==> src/hdl/tcab_pkg.sv <==
// types, constants and helpers for the totalistic pixel row blend
// no dependencies; imported by every module of the block
`default_nettype none
package tcab_pkg;

    localparam int PIXEL_BITS  = 8;
    localparam int RATIO_BITS  = 9;
    localparam int SUM_BITS    = 10;
    localparam int CLASS_BITS  = 3;
    localparam int NUM_CLASSES = 6;
    localparam int CFG_INDEX_BITS = 3;

    localparam logic [RATIO_BITS-1:0] RATIO_ONE     = 9'd256;
    localparam logic [SUM_BITS-1:0]   CLASS_DIVISOR = 10'd132;

    // register indexes of the configuration port
    localparam logic [CFG_INDEX_BITS-1:0] CFG_RATIO       = 3'd0;
    localparam logic [CFG_INDEX_BITS-1:0] CFG_LEVEL_FIRST = 3'd1;
    localparam logic [CFG_INDEX_BITS-1:0] CFG_LEVEL_LAST  = 3'd6;

    typedef logic [PIXEL_BITS-1:0] pixel_t;
    typedef logic [CLASS_BITS-1:0] class_t;

    typedef struct packed {
        pixel_t target_pixel;
        pixel_t canvas_pixel;
        logic   row_start;
        logic   row_end;
        logic   pass_row;
    } in_item_t;

    typedef struct packed {
        pixel_t new_pixel;
        logic   last_of_run;
    } out_item_t;

    typedef enum logic [1:0] {
        PH_EMPTY,
        PH_LEFT,
        PH_MIDDLE
    } phase_t;

    typedef enum logic [1:0] {
        ST_IDLE,
        ST_CALC,
        ST_EMIT_A,
        ST_EMIT_B
    } state_t;

    // neighbourhood class: sum of three blends divided by 132, top class five
    function automatic class_t sum_class(input logic [SUM_BITS-1:0] sum);
        class_t cls;
        if (sum >= 5 * CLASS_DIVISOR)
            cls = 3'd5;
        else if (sum >= 4 * CLASS_DIVISOR)
            cls = 3'd4;
        else if (sum >= 3 * CLASS_DIVISOR)
            cls = 3'd3;
        else if (sum >= 2 * CLASS_DIVISOR)
            cls = 3'd2;
        else if (sum >= CLASS_DIVISOR)
            cls = 3'd1;
        else
            cls = 3'd0;
        return cls;
    endfunction

endpackage
`default_nettype wire

==> src/hdl/tcab_mix.sv <==
// shared blend unit: (t*(256-r) + d*r) >> 8, as t*256 + (d-t)*r
// depends on tcab_pkg
`default_nettype none
module tcab_mix (
    input  wire tcab_pkg::pixel_t               t,
    input  wire tcab_pkg::pixel_t               d,
    input  wire [tcab_pkg::RATIO_BITS-1:0]      r,
    output tcab_pkg::pixel_t                    y
);
    import tcab_pkg::*;

    localparam int PROD_BITS = PIXEL_BITS + 1 + RATIO_BITS + 1;

    logic signed [PIXEL_BITS:0]   diff;
    logic signed [PROD_BITS-1:0]  diff_w;
    logic signed [PROD_BITS-1:0]  r_w;
    logic signed [PROD_BITS-1:0]  prod;
    logic signed [PROD_BITS-1:0]  total;

    assign diff   = $signed({1'b0, d}) - $signed({1'b0, t});
    // both factors at full product width so the multiply cannot wrap
    assign diff_w = {{(PROD_BITS-PIXEL_BITS-1){diff[PIXEL_BITS]}}, diff};
    assign r_w    = {{(PROD_BITS-RATIO_BITS){1'b0}}, r};
    assign prod   = diff_w * r_w;
    // the total never goes negative, so the slice is the truncated blend
    assign total  = $signed({{(PROD_BITS-PIXEL_BITS-8){1'b0}}, t, 8'd0}) + prod;
    assign y      = total[PIXEL_BITS+7:8];

endmodule
`default_nettype wire

==> src/hdl/tcab_cfg.sv <==
// configuration registers: overlay ratio and the six rule table levels
// depends on tcab_pkg
`default_nettype none
module tcab_cfg (
    input  wire                                  aclk,
    input  wire                                  aresetn,
    input  wire                                  cfg_we,
    input  wire [tcab_pkg::CFG_INDEX_BITS-1:0]   cfg_index,
    input  wire [tcab_pkg::RATIO_BITS-1:0]       cfg_wdata,
    input  wire tcab_pkg::class_t                cls,
    output logic [tcab_pkg::RATIO_BITS-1:0]      ratio,
    output tcab_pkg::pixel_t                     level
);
    import tcab_pkg::*;

    logic [RATIO_BITS-1:0] ratio_reg;
    pixel_t                level_reg [NUM_CLASSES];
    class_t                slot;

    assign slot = class_t'(cfg_index - CFG_LEVEL_FIRST);

    always_ff @(posedge aclk) begin
        if (!aresetn) begin
            ratio_reg <= RATIO_ONE;
            for (int i = 0; i < NUM_CLASSES; i++) begin
                level_reg[i] <= '0;
            end
        end else if (cfg_we) begin
            if (cfg_index == CFG_RATIO) begin
                ratio_reg <= cfg_wdata;
            end else if (cfg_index >= CFG_LEVEL_FIRST && cfg_index <= CFG_LEVEL_LAST) begin
                level_reg[slot] <= cfg_wdata[PIXEL_BITS-1:0];
            end
        end
    end

    // ratios above one saturate
    assign ratio = (ratio_reg > RATIO_ONE) ? RATIO_ONE : ratio_reg;

    always_comb begin
        level = level_reg[NUM_CLASSES-1];
        if (cls < class_t'(NUM_CLASSES))
            level = level_reg[cls];
    end

endmodule
`default_nettype wire

==> src/hdl/totalistic_ca_pixel_row_blend.sv <==
// Three-cell totalistic automaton over raster pixel rows, blended with a target
// image. Each accepted pixel pair is handled by a small sequencer around one
// shared blend unit. A row start, an end pixel or a pixel of a pass row is
// accepted, then its result is loaded into the output register; when a row
// start also flushes the held middle pixel of an unfinished row, that pixel
// is loaded first and the new one after it. The second pixel of a row is
// only held and gives no result. An inner pixel whose right neighbour
// arrives is accepted, makes four passes through the blend unit (left, middle
// and right blends summed, then the middle target blended with the chosen
// level), then has its result loaded; a second result follows when the same
// request also closes the row. Every load waits while the output register is
// full and m_ready is low. s_ready is high whenever the sequencer is idle,
// even while a result still waits in the output register; results leave in
// raster order and last_of_run marks the last one caused by each request.
// depends on tcab_pkg, tcab_mix and tcab_cfg
`default_nettype none
module totalistic_ca_pixel_row_blend (
    input  wire                                  aclk,
    input  wire                                  aresetn,
    input  wire                                  s_valid,
    output logic                                 s_ready,
    input  wire tcab_pkg::in_item_t              s_data,
    output logic                                 m_valid,
    input  wire                                  m_ready,
    output tcab_pkg::out_item_t                  m_data,
    input  wire                                  cfg_we,
    input  wire [tcab_pkg::CFG_INDEX_BITS-1:0]   cfg_index,
    input  wire [tcab_pkg::RATIO_BITS-1:0]       cfg_wdata
);
    import tcab_pkg::*;

    state_t            state_reg, state_next;
    logic [1:0]        step_reg, step_next;
    phase_t            phase_reg, phase_next;
    logic              passing_reg, passing_next;
    pixel_t            held_t_reg, held_t_next;
    pixel_t            held_c_reg, held_c_next;
    pixel_t            left_t_reg, left_t_next;
    pixel_t            left_u_reg, left_u_next;
    pixel_t            in_t_reg, in_t_next;
    pixel_t            in_c_reg, in_c_next;
    logic              in_re_reg, in_re_next;
    logic [SUM_BITS-1:0] sum_reg, sum_next;
    pixel_t            pend_a_reg, pend_a_next;
    pixel_t            pend_b_reg, pend_b_next;
    logic              pend_two_reg, pend_two_next;
    out_item_t         out_reg, out_next;
    logic              m_valid_reg, m_valid_next;

    logic              slot_free;
    logic              load;
    pixel_t            mix_t, mix_d, mix_y, level;
    logic [RATIO_BITS-1:0] ratio;
    class_t            cls;

    assign cls = sum_class(sum_reg);

    tcab_cfg u_cfg (
        .aclk      (aclk),
        .aresetn   (aresetn),
        .cfg_we    (cfg_we),
        .cfg_index (cfg_index),
        .cfg_wdata (cfg_wdata),
        .cls       (cls),
        .ratio     (ratio),
        .level     (level)
    );

    tcab_mix u_mix (
        .t (mix_t),
        .d (mix_d),
        .r (ratio),
        .y (mix_y)
    );

    // operand select of the shared blend unit
    always_comb begin
        case (step_reg)
            2'd0: begin
                mix_t = left_t_reg;
                mix_d = left_u_reg;
            end
            2'd1: begin
                mix_t = held_t_reg;
                mix_d = held_c_reg;
            end
            2'd2: begin
                mix_t = in_t_reg;
                mix_d = in_c_reg;
            end
            default: begin
                mix_t = held_t_reg;
                mix_d = level;
            end
        endcase
    end

    assign slot_free = !m_valid_reg || m_ready;

    always_comb begin
        state_next    = state_reg;
        step_next     = step_reg;
        phase_next    = phase_reg;
        passing_next  = passing_reg;
        held_t_next   = held_t_reg;
        held_c_next   = held_c_reg;
        left_t_next   = left_t_reg;
        left_u_next   = left_u_reg;
        in_t_next     = in_t_reg;
        in_c_next     = in_c_reg;
        in_re_next    = in_re_reg;
        sum_next      = sum_reg;
        pend_a_next   = pend_a_reg;
        pend_b_next   = pend_b_reg;
        pend_two_next = pend_two_reg;
        out_next      = out_reg;
        load          = 1'b0;
        s_ready       = 1'b0;

        case (state_reg)
            ST_IDLE: begin
                s_ready = 1'b1;
                if (s_valid) begin
                    in_t_next  = s_data.target_pixel;
                    in_c_next  = s_data.canvas_pixel;
                    in_re_next = s_data.row_end;
                    if (s_data.row_start || phase_reg == PH_EMPTY) begin
                        passing_next = s_data.pass_row;
                        // an unfinished row flushes its held middle pixel first
                        if (phase_reg == PH_MIDDLE) begin
                            pend_a_next   = held_c_reg;
                            pend_b_next   = s_data.canvas_pixel;
                            pend_two_next = 1'b1;
                        end else begin
                            pend_a_next   = s_data.canvas_pixel;
                            pend_two_next = 1'b0;
                        end
                        if (s_data.row_end) begin
                            phase_next = PH_EMPTY;
                        end else begin
                            phase_next  = PH_LEFT;
                            left_t_next = s_data.target_pixel;
                            left_u_next = s_data.canvas_pixel;
                        end
                        state_next = ST_EMIT_A;
                    end else if (passing_reg) begin
                        pend_a_next   = s_data.canvas_pixel;
                        pend_two_next = 1'b0;
                        phase_next    = s_data.row_end ? PH_EMPTY : PH_LEFT;
                        state_next    = ST_EMIT_A;
                    end else if (phase_reg == PH_LEFT) begin
                        if (s_data.row_end) begin
                            pend_a_next   = s_data.canvas_pixel;
                            pend_two_next = 1'b0;
                            phase_next    = PH_EMPTY;
                            state_next    = ST_EMIT_A;
                        end else begin
                            held_t_next = s_data.target_pixel;
                            held_c_next = s_data.canvas_pixel;
                            phase_next  = PH_MIDDLE;
                        end
                    end else begin
                        step_next  = 2'd0;
                        state_next = ST_CALC;
                    end
                end
            end
            ST_CALC: begin
                step_next = step_reg + 2'd1;
                case (step_reg)
                    2'd0: sum_next = {2'b00, mix_y};
                    2'd1: sum_next = sum_reg + {2'b00, mix_y};
                    2'd2: sum_next = sum_reg + {2'b00, mix_y};
                    default: begin
                        // updated middle becomes the next left neighbour
                        left_t_next   = held_t_reg;
                        left_u_next   = mix_y;
                        pend_a_next   = mix_y;
                        pend_b_next   = in_c_reg;
                        pend_two_next = in_re_reg;
                        if (in_re_reg) begin
                            phase_next = PH_EMPTY;
                        end else begin
                            held_t_next = in_t_reg;
                            held_c_next = in_c_reg;
                            phase_next  = PH_MIDDLE;
                        end
                        state_next = ST_EMIT_A;
                    end
                endcase
            end
            ST_EMIT_A: begin
                if (slot_free) begin
                    load                 = 1'b1;
                    out_next.new_pixel   = pend_a_reg;
                    out_next.last_of_run = !pend_two_reg;
                    state_next           = pend_two_reg ? ST_EMIT_B : ST_IDLE;
                end
            end
            ST_EMIT_B: begin
                if (slot_free) begin
                    load                 = 1'b1;
                    out_next.new_pixel   = pend_b_reg;
                    out_next.last_of_run = 1'b1;
                    state_next           = ST_IDLE;
                end
            end
            default: begin
                state_next = ST_IDLE;
            end
        endcase

        if (load)
            m_valid_next = 1'b1;
        else if (m_ready)
            m_valid_next = 1'b0;
        else
            m_valid_next = m_valid_reg;
    end

    always_ff @(posedge aclk) begin
        if (!aresetn) begin
            state_reg   <= ST_IDLE;
            step_reg    <= 2'd0;
            phase_reg   <= PH_EMPTY;
            passing_reg <= 1'b0;
            held_t_reg  <= '0;
            held_c_reg  <= '0;
            left_t_reg  <= '0;
            left_u_reg  <= '0;
            m_valid_reg <= 1'b0;
        end else begin
            state_reg   <= state_next;
            step_reg    <= step_next;
            phase_reg   <= phase_next;
            passing_reg <= passing_next;
            held_t_reg  <= held_t_next;
            held_c_reg  <= held_c_next;
            left_t_reg  <= left_t_next;
            left_u_reg  <= left_u_next;
            m_valid_reg <= m_valid_next;
        end
    end

    always_ff @(posedge aclk) begin
        in_t_reg     <= in_t_next;
        in_c_reg     <= in_c_next;
        in_re_reg    <= in_re_next;
        sum_reg      <= sum_next;
        pend_a_reg   <= pend_a_next;
        pend_b_reg   <= pend_b_next;
        pend_two_reg <= pend_two_next;
        out_reg      <= out_next;
    end

    assign m_valid = m_valid_reg;
    assign m_data  = out_reg;

endmodule
`default_nettype wire
==> config.mk <==
export PLATFORM = sky130hd
export DESIGN_NAME = totalistic_ca_pixel_row_blend
export DESIGN_NICKNAME = d
export VERILOG_FILES = /design/src/hdl/tcab_pkg.sv /design/src/hdl/tcab_mix.sv /design/src/hdl/tcab_cfg.sv /design/src/hdl/totalistic_ca_pixel_row_blend.sv
export SDC_FILE = /design/constraint.sdc
export NUM_CORES = 1
export LEC_CHECK = 0
export BUFFER_PORTS_ARGS = -buffer_cell sky130_fd_sc_hd__buf_2
export CAP_MARGIN = 20
export CORE_ASPECT_RATIO = 0.8
export CORE_MARGIN = 8
export CORE_UTILIZATION = 50
export CTS_BUF_LIST = sky130_fd_sc_hd__clkbuf_8
export CTS_CLUSTER_DIAMETER = 80
export CTS_CLUSTER_SIZE = 28
export DETAILED_ROUTE_END_ITERATION = 8
export HOLD_SLACK_MARGIN = 0.02
export PLACE_DENSITY = 0.69
export SYNTH_ARGS = -nofsm -noshare
export SYNTH_HDL_FRONTEND = slang
export SYNTH_HIERARCHICAL = 1
export SYNTH_SLANG_ARGS = --single-unit
==> constraint.sdc <==
create_clock -name aclk -period 8.2 [get_ports aclk]
set_input_delay 1.23 -clock aclk [delete_from_list [all_inputs] [get_ports aclk]]
set_output_delay 1.23 -clock aclk [all_outputs]
set_load 0.1 [all_outputs]
==> metrics.md <==
| Metric | Value |
|---|---|
| CP Capture Type | flip-flop |
| Relative slew slack | 0.311 |
| DR vias/cell | 5.56 |
| GR Util All Layers | 0.199 |
| Synthesized flop and latch total | 150 |
| Tmin final | 8.86 ns |
| Final hold violation count | 0 |
| Synth async-reset ratio | 0 |
| Leading area contributor after synthesis | edfxtp_1 |
| Area delta synth->final | 22.7% |
| CP bufs+invs | 7 |
| Worst-path cell with the longest stage delay | or4_4 |
| Cells after Synth | 1026 |
| Status | finished, violations left |
| Hold Crit Class | flip-flop to flip-flop |
| Syn nets | 1177 |
| Die Span Y | 146 um |
| WP data required | 8.41 ns |
| Avg Inst Size Synth | 10.3 um^2 |
| Crit Path Category | flip-flop to flip-flop |
| Util after Layout | 0.627 |
| Met3 Resource Use GR | 0.0420 |
| Post-route cell area | 13000 um^2 |
| Worst path max stage delay | 0.58 ns |
| Drt drc | 0 |
| Largest net degree at the start of global routing | 88 |
| GRT overflow | 0 |
| Hold_sp | held_t_reg[3] |
| Fillers | 1690 |
| Synth area leaders | edfxtp_1 (29%), fa_1 (11%), dfxtp_1 (9.3%) |
| Most frequent cell on the critical path | fa_1 |
| Final hold slack | 0.481 ns |
| Core Rows | 47 |
| CP max FO | 7 |
| Routed len/inst | 17.9 um |
| Post-synth cell types | 72 |
| Htree depth | 4 |
| Max_cap viols | 0 |
| Final wirelength | 25900 um |
| Initial drt markers | 744 |
| Vias | 8033 |
| Initial antenna violation count | 0 |
| Failing checks | negative setup slack |
| Core area | 20700 um^2 |
| Met2 Track Usage GR | 0.306 |
| CTS sink count | 150 |
| Arrival time of the worst setup path | 9.07 ns |
| Clock latency on the worst-skew pair | 0.46 ns |
| Sequential area share after synthesis | 0.380 |
| Crit-path leading delay family | adder cells |
| Worst Slack Setup Final | -0.663 ns |
| Final Wtd Congestion | 0.884 |
| Worst Setup Start Kind | flip-flop |
| Io pins | 47 |
| R2r startpoint | sum_reg[7] |
| Initial Util | 0.511 |
| Met1 Track Usage GR | 0.283 |
| Synth Cell Area | 10600 um^2 |
| Largest register FFs | 48 |
| Ys Warns | 6 |
| Post-Place Cell Area | 11800 um^2 |
| RSZ-0062 raised after global routing | yes |
| Detailed Place HPWL | 18500 um |
| Main synth FF type | edfxtp_1 |
| Layout Nets | 1315 |
| Worst setup path start | sum_reg[7] |
| Clock Tree Buf Depth | 2 |
| Maximum achievable frequency | 113 MHz |
| Pre-CTS setup slack | -0.658 ns |
| Least-Margin Pin Slew | 1.03 ns |
| DRT Pass-1 Iters | 5 |
| GRT Max-Usage Layer | met2 |
| Layout cell share with drive strength beyond 1 | 0.315 |
| Ant diodes | 0 |
| Reg clk slew, reported paths | 0.09 ns |
| Vias in the first global route | 8058 |
| Post-synth EDFFs | 101 |
| Final period util | 1.08 |
| First-pass GRT wire length | 41700 um |
| IO Port Bufs | 46 |
| ANT nets after route | 0 |
| Worst Skew | 0.0195 ns |
| Final setup fails | 10 |
| Clock root cell | clkbuf_8 |
| Max Slew Vio Count | 0 |
| Num CTS Buffers | 17 |
| Yosys top cell area share | 0.287 |
| DIE AREA | 26100 um^2 |
| Die width | 179 um |
| CTS tree | done |
final cells by class:
type	instances	area [um^2]	area share
multi-input cells	729	6590	0.508
repair buffers	169	1210	0.0937
inverters	97	364	0.0281
well taps	269	337	0.0260
clock inverters	13	185	0.0143
clock buffers	19	262	0.0202
flip-flops and latches	150	4010	0.309
layout by cell type (no fill, tap or decap), drive strengths merged, types with 28 or more instances in the layout:
| cell | count |
|---|---|
| fa | 58 |
| nand2 | 141 |
| dfxtp | 49 |
| a21oi | 28 |
| ha | 57 |
| nor2 | 46 |
| buf | 169 |
| nand3 | 44 |
| mux2i | 39 |
| nor3 | 40 |
| edfxtp | 101 |
| inv | 105 |
| o21ai | 46 |
| and2 | 31 |
synthesized netlist by cell type (all sizes together), types with 3 or more instances:
library cell / n
o21ai: 46
and2: 31
o31ai: 6
xnor2: 18
nand3: 44
ha: 57
nor3: 40
a21boi: 6
nand2b: 25
mux2i: 39
nor2: 46
a211oi: 5
inv: 96
o211a: 16
mux2: 12
a22oi: 8
nand2: 141
buf: 32
a21oi: 28
xor2: 6
a21o: 3
dfxtp: 49
and2b: 5
o21a: 8
clkbuf: 18
fa: 58
nand3b: 5
or3: 4
a222oi: 8
mux4: 8
nor2b: 25
edfxtp: 101
repair_timing:
action,CTS,global route
hold buffers,0,0
setup buffers,17,17
pin swaps,53,55
hold endpoints to repair,0,0
gates resized for setup,43,66
setup endpoints to repair,13,24
logic make-up (layout without fill, tap and decap cells):
logic type	count (synthesis)	count (layout)	share of synthesized area
multiplexers	59	59	0.0668
buffers and inverters	147	298	0.0610
flip-flops	150	150	0.380
AND/OR/NAND/NOR	376	376	0.181
XOR/XNOR	25	25	0.0245
AO/OA/AOI/OAI	154	154	0.109
adder cells (fa/ha/maj)	115	115	0.177
worst paths after layout:
check,endpoint,slack [ns],cells past startpoint
worst max-delay path,sum_reg[8],-0.66,40
worst min-delay path,held_t_reg[3],0.48,2
worst max register to register,sum_reg[8],-0.66,40
worst min register to register,held_t_reg[3],0.48,2
metrics by stage:
step | instances | setup TNS [ns]
after detailed placement | 1387 | -4.17
final | 1446 | -3.96
after global routing | 1446 | -8.53
after global placement | 1387 | -3.39
after floorplan | 1026 | -1.18
after CTS | 1435 | -2.99
worst reg2reg max path: cells and delay by family, from the launching register on:
family                     cells  cell delay, ns
AOI/OAI and AO/OA             11            1.59
adders and majority gates      8            3.27
xor gates and xnor gates       3            0.57
buffers and inverters          7            0.79
muxes                          2            0.58
DFF                            1            0.41
and+or+nand+nor                9            1.43
metal layers:
| layer | part of all wire | up-vias | wire (um) |
|---|---|---|---|
| li1 | - | 3829 | - |
| met1 | 0.47 | 3965 | 12200 |
| met2 | 0.47 | 218 | 12000 |
| met3 | 0.054 | 21 | 1400 |
| met4 | 0.011 | 0 | 276 |
| met5 | 0 | - | 0 |
Power is not shown: default switching activity piles up to over one toggle a cycle in this logic, so the estimate is an artifact.
